### config.mk
export PLATFORM = sky130hd
export DESIGN_NAME = hbt_div
export DESIGN_NICKNAME = d
export VERILOG_FILES = /design/src/hw/rtl/hbt_pkg.sv /design/src/hw/rtl/hbt_div.sv
export SDC_FILE = /design/constraint.sdc
export NUM_CORES = 1
export LEC_CHECK = 0
export BUFFER_PORTS_ARGS = -buffer_cell sky130_fd_sc_hd__buf_4
export CORE_MARGIN = 5
export CORE_UTILIZATION = 45
export CTS_CLUSTER_DIAMETER = 120
export DETAILED_ROUTE_END_ITERATION = 7
export PLACE_DENSITY = 0.67
export SLEW_MARGIN = 20
export SYNTH_ARGS = -nofsm -noshare
export SYNTH_HDL_FRONTEND = slang
export SYNTH_SLANG_ARGS = --single-unit
### constraint.sdc
create_clock -name clk -period 4.2 [get_ports clk]
set_input_delay 0.21 -clock clk [delete_from_list [all_inputs] [get_ports clk]]
set_output_delay 0.21 -clock clk [all_outputs]
set_load 0.05 [all_outputs]
### src/hw/rtl/hbt_pkg.sv
// shared constants and types for the terrain quad block
// no dependencies
`timescale 1ns / 1ps
package hbt_pkg;
	localparam int MAP_DIM_DEF  = 64;
	localparam int GRID_MAX_DEF = 256;
	localparam logic [7:0] GRID_RST = 8'd100;
	localparam logic [6:0] MAP_RST  = 7'd50;
	localparam logic [0:0] REG_GRID = 1'b0;
	localparam logic [0:0] REG_MAP  = 1'b1;
	localparam logic CMD_WRITE = 1'b0;
	localparam logic CMD_QUAD  = 1'b1;

	// unsigned divider request and reply
	typedef struct packed {
		logic        start;
		logic [47:0] num;
		logic [31:0] den;
	} div_req_t;

	typedef struct packed {
		logic        done;
		logic [47:0] quo;
	} div_rsp_t;
endpackage

### src/hw/rtl/hbt_div.sv
// radix-2 restoring divider, one quotient bit per cycle
// uses hbt_pkg
`timescale 1ns / 1ps
module hbt_div (
	input  logic              clk,
	input  logic              arst_n,
	input  hbt_pkg::div_req_t req,
	output hbt_pkg::div_rsp_t rsp
);
	logic [47:0] quo_q;
	logic [32:0] rem_q;
	logic [31:0] den_q;
	logic [5:0]  cnt_q;
	logic        busy_q;
	logic        done_q;
	logic [32:0] trial;
	logic [32:0] shifted;

	assign shifted = {rem_q[31:0], quo_q[47]};
	assign trial   = shifted - {1'b0, den_q};

	always_ff @(posedge clk or negedge arst_n) begin
		if (!arst_n) begin
			busy_q <= 1'b0;
			done_q <= 1'b0;
			cnt_q  <= '0;
		end else begin
			done_q <= 1'b0;
			if (req.start) begin
				busy_q <= 1'b1;
				cnt_q  <= 6'd48;
			end else if (busy_q) begin
				cnt_q <= cnt_q - 6'd1;
				if (cnt_q == 6'd1) begin
					busy_q <= 1'b0;
					done_q <= 1'b1;
				end
			end
		end
	end

	always_ff @(posedge clk) begin
		if (req.start) begin
			quo_q <= req.num;
			rem_q <= '0;
			den_q <= req.den;
		end else if (busy_q) begin
			if (!trial[32]) begin
				rem_q <= trial;
				quo_q <= {quo_q[46:0], 1'b1};
			end else begin
				rem_q <= shifted;
				quo_q <= {quo_q[46:0], 1'b0};
			end
		end
	end

	assign rsp.done = done_q;
	assign rsp.quo  = quo_q;
endmodule

* After elaboration in Yosys (flattened, before gate mapping)
Cells that the tools add are included.
Word-level totals: flip-flop bits (word level) 120, input port bits 83, output and inout bits 49, logic and storage cells 22
Cells by class: add/sub/neg operators 2, eq/ne operators 1, muxes and demuxes 12, reductions and logical operators 1
Operators by type and width (count):
- $mux 48 | 2
- $sub 33x32->33 | 1
- $mux 32 | 1
- $mux 6 | 2
- $mux 1 | 7
- $eq 6x1->1 const B | 1
- $sub 6x1->6 const B | 1
- $reduce_bool 2->1 | 1

* Depth between registers and ports, before layout
Gate-level depths: netlist (run 1).
word-level depth 4, mapped depth 13, gate-level depth less buffers 12

* Worst setup path before layout (run 1)
Ideal clock, no wire load.
kind register -> register, start register quo_q[47], end register rem_q[21], setup time 0.132 ns, data arrival time 3.332 ns, data required time 4.068 ns, slack 0.735 ns, cell stages (with the launch flop) 14, path buffers 1, period minus slack after synthesis 3.465 ns, cell sequence edfxtp_1 -> inv_1 -> ha_1 -> fa_1 -> nand2b_1 -> a21oi_1 -> o21ai_1 -> and3b_4 -> a21bo_4 -> o31a_4 -> xnor2_4 -> buf_6 -> mux2i_1 -> o22ai_1
On the way: cells in the longest elaborated chain, start to end 2
Ends and longest elaborated chain:
- start: declaration | RTL line hbt_div.sv:10 | logic [47:0] quo_q;
- start signal: assignment | RTL line hbt_div.sv:44 | quo_q <= req.num;
- start signal: assignment | RTL line hbt_div.sv:50 | quo_q <= {quo_q[46:0], 1'b1};
- start signal: assignment | RTL line hbt_div.sv:53 | quo_q <= {quo_q[46:0], 1'b0};
- $sub 33x32->33 | RTL line hbt_div.sv:20 | assign trial = shifted - {1'b0, den_q};
- $mux 32 | RTL line hbt_div.sv:48 | if (!trial[32]) begin
- end signal: assignment | RTL line hbt_div.sv:49 | rem_q <= trial;
- end signal: assignment | RTL line hbt_div.sv:52 | rem_q <= shifted;
- end: declaration | RTL line hbt_div.sv:11 | logic [32:0] rem_q;
No other way between the ends. A chain may end at the register's enable or synchronous reset.

* Final worst setup path (run 1)
start register quo_q[47], end register rem_q[10]
Same word-level chain as after synthesis.

==> impl_metrics.xml, run 1 <==
<?xml version="1.0" encoding="UTF-8"?>
<metrics>
  <group name="outcome">
    <metric name="result_of_the_run" unit="">finished, final reports clean</metric>
  </group>
  <group name="clock_network">
    <metric name="cts_buffer_depth" unit="">2</metric>
    <metric name="post_cts.resized_instances" unit="">0</metric>
    <metric name="clk_latency" unit="ns">0.43</metric>
    <metric name="clk_root_buf" unit="">clkbuf_16</metric>
    <metric name="cts_buffers" unit="">17</metric>
    <metric name="clock_sink_count" unit="">120</metric>
    <metric name="cts_htree_levels" unit="">4</metric>
    <metric name="clkTransAtPathRegs" unit="ns">0.06</metric>
    <metric name="tritoncts" unit="">yes</metric>
  </group>
  <group name="placement">
    <metric name="dp_hpwl" unit="µm">11200</metric>
    <metric name="gp_routability_congestion" unit="">0.864</metric>
    <metric name="dp.cells" unit="">902</metric>
    <metric name="io_buffers" unit="">131</metric>
  </group>
  <group name="setup_path">
    <metric name="timing.critical_path.required" unit="ns">4.48</metric>
    <metric name="critical_path_cell_by_cell" unit="">inv_1 &gt; ha_1 &gt; fa_1 &gt; nand2b_1 &gt; a21oi_1 &gt; o21ai_1 &gt; and3b_4 &gt; a21bo_4 &gt; o31a_4 &gt; xnor2_4 &gt; buf_4 &gt; mux2i_1 &gt; a211oi_1</metric>
    <metric name="setup.worst_path.start_class" unit="">flip-flop</metric>
    <metric name="stage_delay_of_the_slowest_cell_on_the_critical_path" unit="ns">0.39</metric>
    <metric name="worst_r2r_startpoint" unit="">quo_q[47]$_DFFE_PP_</metric>
    <metric name="r2r_end" unit="">rem_q[10]$_SDFFE_PP0P_</metric>
    <metric name="critical_path.max_fanout" unit="">19</metric>
    <metric name="setup.worst_path.class" unit="">reg2reg</metric>
    <metric name="worst_ep_arrival_time" unit="ns">3.57</metric>
    <metric name="worst-r2r-cell-count" unit="">13</metric>
    <metric name="cell_type_of_the_slowest_stage_on_the_worst_timing_path" unit="">fa_1</metric>
    <metric name="ff_to_ff_setup_slack" unit="ns">0.91</metric>
    <metric name="critical_path.endpoint_type" unit="">flip-flop</metric>
    <metric name="startpoint" unit="">quo_q[47]$_DFFE_PP_</metric>
    <metric name="end_of_the_critical_path" unit="">rem_q[10]$_SDFFE_PP0P_</metric>
  </group>
  <group name="sta">
    <metric name="slew_headroom" unit="%">33.2</metric>
    <metric name="rsz_0062_raised_after_global_routing" unit="">no</metric>
    <metric name="fmax" unit="GHz">0.304</metric>
    <metric name="post-route-min-period" unit="ns">3.29</metric>
    <metric name="timing.final.crit_share" unit="%">78.4</metric>
    <metric name="finalSetupViolCount" unit="">0</metric>
    <metric name="fin_skew" unit="ns">0.0151</metric>
    <metric name="slew_violations" unit="">0</metric>
    <metric name="final-hold-violation-count" unit="">0</metric>
    <metric name="setup_tns_after_final_layout" unit="ns">0</metric>
    <metric name="max_slew.worst_pin.slew" unit="ns">1.00</metric>
  </group>
  <group name="logic_synthesis">
    <metric name="synthDominantCellAreaShare" unit="%">36.2</metric>
    <metric name="yosys_warnings" unit="">0</metric>
    <metric name="ys_ff_latch" unit="">120</metric>
    <metric name="synth_seq_area_share" unit="%">48.8</metric>
    <metric name="mappedNetlistArea" unit="µm²">6640</metric>
    <metric name="synthFlopType" unit="">edfxtp_1</metric>
    <metric name="synthDominantAreaCellType" unit="">edfxtp_1</metric>
    <metric name="mean_cell_area_of_the_mapped_netlist" unit="µm²">10.9</metric>
    <metric name="postSynthNetCount" unit="">725</metric>
    <metric name="synth.lib_cells_used.distinct" unit="">51</metric>
    <metric name="synthTopCellsByArea" unit="">edfxtp_1, dfxtp_1, mux2_2</metric>
    <metric name="synth_enable_flop_cells" unit="">80</metric>
    <metric name="ys_async_sr_fraction" unit="%">6.67</metric>
    <metric name="synthCells" unit="">607</metric>
  </group>
  <group name="drt">
    <metric name="post_drt_wl_per_cell" unit="µm">16.3</metric>
    <metric name="routed_wl" unit="µm">15700</metric>
    <metric name="total_via_count_in_the_routed_design" unit="">5102</metric>
    <metric name="route.detailed.drc" unit="">0</metric>
    <metric name="route.detailed.vias_per_inst" unit="">5.28</metric>
    <metric name="drt_first_iter_violations" unit="">310</metric>
    <metric name="antenna_left" unit="">0</metric>
    <metric name="drt_pass1_iterations" unit="">4</metric>
  </group>
  <group name="power_and_ir_drop">
    <metric name="leakage" unit="nW">3.75</metric>
    <metric name="powerDensity" unit="nW/µm²">611</metric>
    <metric name="fin_total_pwr" unit="mW">5.29</metric>
    <metric name="power.ir.vdd_worst" unit="mV">0.340</metric>
  </group>
  <group name="floorplan">
    <metric name="floorplan.die_area" unit="µm²">17300</metric>
    <metric name="y_dimension_of_the_die" unit="µm">131</metric>
    <metric name="floorplan.io_pins" unit="">132</metric>
    <metric name="design.core.area" unit="µm²">14500</metric>
    <metric name="row_count" unit="">44</metric>
    <metric name="die_x" unit="µm">131</metric>
    <metric name="starting_density_of_the_core" unit="%">45.9</metric>
  </group>
  <group name="grt">
    <metric name="grt_max_degree" unit="">70</metric>
    <metric name="antenna_found_initial" unit="">0</metric>
    <metric name="leftover_overflow_at_the_end_of_global_routing" unit="">0</metric>
    <metric name="grt_pass1_vias" unit="">5383</metric>
    <metric name="wire_length_of_the_first_global_routing_pass" unit="µm">26300</metric>
    <metric name="track_usage" unit="%">18.6</metric>
  </group>
  <group name="finish">
    <metric name="syn2layout_area_growth" unit="%">30.5</metric>
    <metric name="antennaDiodeCount" unit="">0</metric>
    <metric name="drive_gt1_share" unit="%">28.5</metric>
    <metric name="final_nets" unit="">888</metric>
    <metric name="finish.cell_count_without_fillers" unit="">967</metric>
  </group>
  <group name="min_path">
    <metric name="hp-start" unit="">req[32]</metric>
    <metric name="worst_hold_check_path_type" unit="">in2reg</metric>
  </group>
  <group name="job">
    <metric name="max-cap-violations" unit="">0</metric>
  </group>
</metrics>
[flip-flops by register name (all words and copies together), names as in the netlist]
signal / count
cnt_q: 6
done_q: 1
rem_q: 32
busy_q: 1
den_q: 32
quo_q: 48
[layout by cell type (no fill, tap or decap), drive strengths merged, types with 3 or more instances in the layout]
| cell type | Yosys | routed |
|---|---|---|
| nor2 | 51 | 51 |
| dfxtp | 32 | 32 |
| clkinv | 0 | 8 |
| nor3 | 9 | 9 |
| o21bai | 4 | 4 |
| xor2 | 12 | 12 |
| edfxtp | 80 | 80 |
| buf | 7 | 136 |
| mux2i | 30 | 30 |
| o211ai | 5 | 5 |
| a21o | 10 | 10 |
| nand2b | 6 | 6 |
| clkbuf | 18 | 17 |
| a21oi | 38 | 38 |
| mux2 | 47 | 47 |
| nor2b | 5 | 5 |
| clkinvlp | 0 | 3 |
| nand2 | 48 | 48 |
| nand3 | 5 | 5 |
| dfrtp | 8 | 8 |
| a211oi | 26 | 26 |
| o21ai | 25 | 25 |
| ha | 34 | 34 |
| inv | 45 | 47 |
| xnor2 | 22 | 22 |
| dlygate4sd3 | 0 | 33 |
| nand4 | 5 | 5 |
| o31ai | 6 | 6 |
[Yosys cell counts (2+ instances only)]
| master | number |
|---|---|
| a211oi_1 | 26 |
| inv_1 | 45 |
| nand3_1 | 5 |
| o21ai_0 | 15 |
| o211ai_1 | 5 |
| nor2b_1 | 5 |
| and3_1 | 2 |
| nor3_1 | 9 |
| nor4_1 | 2 |
| nand2_1 | 48 |
| a221oi_1 | 2 |
| a31oi_1 | 2 |
| o21ai_1 | 9 |
| nand2b_1 | 6 |
| o31ai_1 | 6 |
| dfrtp_1 | 8 |
| dfxtp_1 | 32 |
| xor2_1 | 12 |
| nor2_1 | 51 |
| a21o_1 | 10 |
| ha_1 | 34 |
| o22ai_1 | 2 |
| or3_1 | 2 |
| mux2_2 | 47 |
| mux2i_1 | 30 |
| nand4_1 | 5 |
| o21bai_1 | 4 |
| clkbuf_1 | 18 |
| buf_4 | 4 |
| a22o_1 | 2 |
| xnor2_1 | 21 |
| edfxtp_1 | 80 |
| buf_12 | 2 |
| nor3b_1 | 2 |
| a21oi_1 | 38 |
[layer usage]
metal / GRT usage, % / vias up / share of wire [%]
met5: 0 / - / 0
met4: 5.77 / 0 / 0.83
met3: 8.26 / 7 / 8.8
met2: 29.1 / 146 / 46
met1: 23.1 / 2421 / 44
li1: - / 2528 / -
[kinds of logic after synthesis]
kind of cell | synth area share, %
AOI/OAI and AO/OA | 12.8
xor gates and xnor gates | 4.77
adders and majority gates | 6.71
buffers and inverters | 4.79
DFF | 48.8
muxes | 12.5
and+or+nand+nor | 9.59
[area by class of cell]
type / count / area (µm²)
Clock inverter: 15 / 154
Timing Repair Buffer: 169 / 1360
Multi-Input combinational cell: 417 / 3080
Tap cell: 184 / 230
Inverter: 45 / 169
Fill cell: 1179 / 5810
Clock buffer: 17 / 425
Sequential cell: 120 / 3240
[per-stage QoR]
step           instance area [µm²]  utilization, %  setup WS (ns)  hold slack (ns)
5_1_grt                       8660            59.8          0.637           0.0580
4_1_cts                       8660            59.8          0.876           0.0400
3_3_place_gp                  7750            53.6          0.980           0.0307
2_1_floorplan                 6640               -          0.735          -0.0856
6_report                      8660            59.8          0.909           0.0546
3_5_place_dp                  7750            53.6          0.890           0.0350
[timing repair]
item | CTS | global route
hold buffers | 33 | 0
endpoints found under the hold margin | 40 | 0
buffers inserted | 0 | 0
[power breakdown]
group          switching, mW  internal (mW)
Clock                  0.558          0.872
Sequential             0.179           1.50
Combinational           1.22          0.959
Total                   1.96           3.33
[worst max-delay path, delay by kind of cell (launching register included)]
kind	cells	cell delay (ns)
buffers and inverters	2	0.38
AND/OR/NAND/NOR	2	0.39
XOR/XNOR	1	0.14
AO/OA/AOI/OAI	5	1.03
adder cells (fa/ha/maj)	2	0.60
multiplexers	1	0.25
flip-flops	1	0.36
[worst min path at each step]
stage | slack, ns | endpoint | depth (start not counted)
3_5_place_dp | 0.04 | cnt_q[5]$_DFFE_PN0P_ | 1
2_1_floorplan | -0.09 | busy_q$_DFF_PN0_ | 0
4_1_cts | 0.04 | quo_q[0]$_DFFE_PP_ | 3
5_1_grt | 0.06 | quo_q[0]$_DFFE_PP_ | 3
3_3_place_gp | 0.03 | done_q$_DFF_PN0_ | 1
6_report | 0.05 | quo_q[0]$_DFFE_PP_ | 3
Power figures use the tool's default switching activity.
==> run 2, diff against run 1 <==
- PLACE_DENSITY: 0.67 -> 0.7
- clock period: 4.2 -> 2.9 ns (I/O delays scaled with it)
==> run 2 against run 1 <==
Against the previous run: the run now ends with negative setup slack left; flip-flop and latch count unchanged; die area did not move; register-to-register slack got worse by 1.0 ns; sequential share of layout area fell by 1.7 points; power increased by 58%; largest power group unchanged; highest routed layer unchanged.
==> impl_metrics.xml, run 2 (synthesized netlist as in run 1, its figures left out) <==
<?xml version="1.0" encoding="UTF-8"?>
<metrics>
  <group name="sta">
    <metric name="fmax" unit="GHz">0.331</metric>
    <metric name="final-hold-violation-count" unit="">0</metric>
    <metric name="setup_tns_after_final_layout" unit="ns">-1.81</metric>
    <metric name="max_slew.worst_pin.slew" unit="ns">0.727</metric>
    <metric name="slew_violations" unit="">0</metric>
    <metric name="layout_setup_ws" unit="ns">-0.124</metric>
    <metric name="post-route-min-period" unit="ns">3.02</metric>
    <metric name="finalSetupViolCount" unit="">31</metric>
    <metric name="timing.hold.ws" unit="ns">0.0161</metric>
    <metric name="rsz_0062_raised_after_global_routing" unit="">yes</metric>
    <metric name="slew_headroom" unit="%">51.5</metric>
    <metric name="timing.final.crit_share" unit="%">104</metric>
    <metric name="fin_skew" unit="ns">0.0195</metric>
  </group>
  <group name="drt">
    <metric name="routed_wl" unit="µm">16600</metric>
    <metric name="drt_first_iter_violations" unit="">327</metric>
    <metric name="route.detailed.vias_per_inst" unit="">5.29</metric>
    <metric name="antenna_left" unit="">0</metric>
    <metric name="total_via_count_in_the_routed_design" unit="">5278</metric>
    <metric name="drt_pass1_iterations" unit="">4</metric>
    <metric name="post_drt_wl_per_cell" unit="µm">16.6</metric>
    <metric name="route.detailed.drc" unit="">0</metric>
  </group>
  <group name="finish">
    <metric name="final.fill_count" unit="">1143</metric>
    <metric name="finish.instance_area" unit="µm²">9080</metric>
    <metric name="antennaDiodeCount" unit="">0</metric>
    <metric name="top_regs" unit="">quo_q (48), den_q (32), rem_q (32)</metric>
    <metric name="largest_reg_flops" unit="">48</metric>
    <metric name="layout_common_cells" unit="">buf_4, edfxtp_1, nor2_1</metric>
    <metric name="top_register" unit="">quo_q</metric>
    <metric name="mostFrequentLayoutCell" unit="">buf_4</metric>
    <metric name="drive_gt1_share" unit="%">32.8</metric>
    <metric name="final_nets" unit="">918</metric>
    <metric name="syn2layout_area_growth" unit="%">36.7</metric>
    <metric name="finish.cell_count_without_fillers" unit="">997</metric>
  </group>
  <group name="setup_path">
    <metric name="critical_path.max_fanout" unit="">8</metric>
    <metric name="startpoint" unit="">den_q[0]$_DFFE_PP_</metric>
    <metric name="timing.critical_path.required" unit="ns">3.16</metric>
    <metric name="setup.worst_path.start_class" unit="">flip-flop</metric>
    <metric name="cell_type_of_the_slowest_stage_on_the_worst_timing_path" unit="">edfxtp_1</metric>
    <metric name="path_common_cell" unit="">buf_12</metric>
    <metric name="setup.worst_path.class" unit="">reg2reg</metric>
    <metric name="r2r_end" unit="">rem_q[25]$_SDFFE_PP0P_</metric>
    <metric name="stage_delay_of_the_slowest_cell_on_the_critical_path" unit="ns">0.41</metric>
    <metric name="ff_to_ff_setup_slack" unit="ns">-0.12</metric>
    <metric name="worst_r2r_startpoint" unit="">den_q[0]$_DFFE_PP_</metric>
    <metric name="critical_path_cell_by_cell" unit="">ha_4 &gt; fa_2 &gt; nand2b_4 &gt; a21oi_4 &gt; o21ai_1 &gt; and3b_4 &gt; a21bo_4 &gt; o31a_4 &gt; xnor2_4 &gt; buf_12 &gt; buf_12 &gt; mux2i_4 &gt; a211oi_2</metric>
    <metric name="worst_ep_arrival_time" unit="ns">3.29</metric>
    <metric name="worst-r2r-cell-count" unit="">13</metric>
    <metric name="critical_path.endpoint_type" unit="">flip-flop</metric>
    <metric name="end_of_the_critical_path" unit="">rem_q[25]$_SDFFE_PP0P_</metric>
  </group>
  <group name="power_and_ir_drop">
    <metric name="powerDensity" unit="nW/µm²">919</metric>
    <metric name="cell_internal_pwr" unit="mW">5.33</metric>
    <metric name="power.sequential.fraction" unit="%">29.3</metric>
    <metric name="power.ir.vdd_worst" unit="mV">0.493</metric>
    <metric name="p_clk_share" unit="%">25.5</metric>
    <metric name="netSwitchingPower" unit="mW">3.01</metric>
    <metric name="power.combinational.fraction" unit="%">45.2</metric>
    <metric name="leakage" unit="nW">3.93</metric>
    <metric name="switching_share" unit="%">36.1</metric>
  </group>
  <group name="grt">
    <metric name="track_usage" unit="%">19.3</metric>
    <metric name="leftover_overflow_at_the_end_of_global_routing" unit="">0</metric>
    <metric name="antenna_found_initial" unit="">0</metric>
    <metric name="grt_pass1_vias" unit="">5649</metric>
    <metric name="grt_max_degree" unit="">57</metric>
    <metric name="wire_length_of_the_first_global_routing_pass" unit="µm">27500</metric>
  </group>
  <group name="placement">
    <metric name="dp.cells" unit="">925</metric>
    <metric name="place_area" unit="µm²">7960</metric>
    <metric name="gp_routability_congestion" unit="">0.868</metric>
    <metric name="dp_hpwl" unit="µm">11500</metric>
    <metric name="io_buffers" unit="">131</metric>
  </group>
  <group name="job">
    <metric name="max-cap-violations" unit="">0</metric>
  </group>
  <group name="floorplan">
    <metric name="starting_density_of_the_core" unit="%">45.9</metric>
    <metric name="y_dimension_of_the_die" unit="µm">131</metric>
    <metric name="die_x" unit="µm">131</metric>
    <metric name="floorplan.io_pins" unit="">132</metric>
    <metric name="floorplan.die_area" unit="µm²">17300</metric>
    <metric name="design.core.area" unit="µm²">14500</metric>
    <metric name="row_count" unit="">44</metric>
  </group>
  <group name="clock_network">
    <metric name="cts_buffers" unit="">17</metric>
    <metric name="clk_latency" unit="ns">0.43</metric>
    <metric name="clock_sink_count" unit="">120</metric>
    <metric name="clkTransAtPathRegs" unit="ns">0.06</metric>
    <metric name="cts_buffer_depth" unit="">2</metric>
    <metric name="cts_htree_levels" unit="">4</metric>
    <metric name="clk_root_buf" unit="">clkbuf_16</metric>
    <metric name="tritoncts" unit="">yes</metric>
  </group>
  <group name="outcome">
    <metric name="result_of_the_run" unit="">complete, but fails checks</metric>
    <metric name="failed_checks" unit="">negative setup slack</metric>
  </group>
  <group name="min_path">
    <metric name="worst_hold_check_path_type" unit="">in2reg</metric>
  </group>
</metrics>
run 2: cell count changes in the layout (fill, tap and decap cells not counted), sizes merged:
cell,change
clkinvlp,-1
inv,-2
bufinv,+1
clkbuf,+3
dlygate4sd3,+1
buf,+28
run 2: area by class of cell:
class / instances / area, µm² / share of cell area, %
clock buffers: 19 / 433 / 4.77
clock inverters: 13 / 155 / 1.71
inverters: 45 / 169 / 1.86
multi-input cells: 417 / 3190 / 35.2
flip-flops and latches: 120 / 3240 / 35.7
well taps: 184 / 230 / 2.54
repair buffers: 199 / 1650 / 18.2
run 2: power by group through the flow:
stage / logic (mW) / registers (mW) / clock network, mW
detailed placement: 3.33 / 2.45 / 0
global route: 4.12 / 2.49 / 2.24
global placement: 3.24 / 2.44 / 0
CTS: 3.57 / 2.43 / 2.17
finish: 3.77 / 2.44 / 2.13
floorplan: 2.28 / 2.68 / 0
run 2: repair_timing:
action	4_1_cts	5_1_grt
resized for setup	5	19
pin swaps	3	14
setup buffers	2	3
endpoints found under the setup margin	31	33
cloned	1	1
hold buffers	34	0
endpoints found under the hold margin	41	0
run 2: through the flow:
| step | utilization, % | setup slack, ns | total power, mW |
|---|---|---|---|
| final | 62.7 | -0.124 | 8.34 |
| after global routing | 62.7 | -0.220 | 8.84 |
| after CTS | 61.8 | -0.0771 | 8.18 |
| after detailed placement | 55.0 | -0.122 | 5.78 |
| after global placement | 55.0 | -0.0124 | 5.69 |
| after floorplan | - | -0.403 | 4.96 |
run 2: worst min-delay path by stage:
stage / start / endpoint / slack (ns) / cells after the start
6_report: req[50] / quo_q[18]$_DFFE_PP_ / 0.02 / 2
3_3_place_gp: arst_n / done_q$_DFF_PN0_ / -0.03 / 1
3_5_place_dp: arst_n / cnt_q[4]$_DFFE_PN0P_ / -0.03 / 1
5_1_grt: req[53] / quo_q[21]$_DFFE_PP_ / 0.004 / 2
4_1_cts: req[50] / quo_q[18]$_DFFE_PP_ / 0.004 / 2
2_1_floorplan: arst_n / busy_q$_DFF_PN0_ / -0.15 / 0
run 2: routing by layer:
| metal | wire [µm] | up-vias | GRT usage [%] |
|---|---|---|---|
| met5 | 0 | - | 0 |
| met3 | 1210 | 20 | 8.22 |
| li1 | - | 2591 | - |
| met1 | 7050 | 2516 | 23.5 |
| met2 | 8050 | 151 | 31.1 |
| met4 | 264 | 0 | 6.23 |
run 2: critical path: cells and delay by family, from the launching register on:
| kind | cells | cell delay, ns |
|---|---|---|
| AO/OA/AOI/OAI | 5 | 0.82 |
| XOR/XNOR | 1 | 0.20 |
| adder cells (fa/ha/maj) | 2 | 0.54 |
| buffers and inverters | 2 | 0.29 |
| flip-flops | 1 | 0.41 |
| multiplexers | 1 | 0.23 |
| AND/OR/NAND/NOR | 2 | 0.36 |
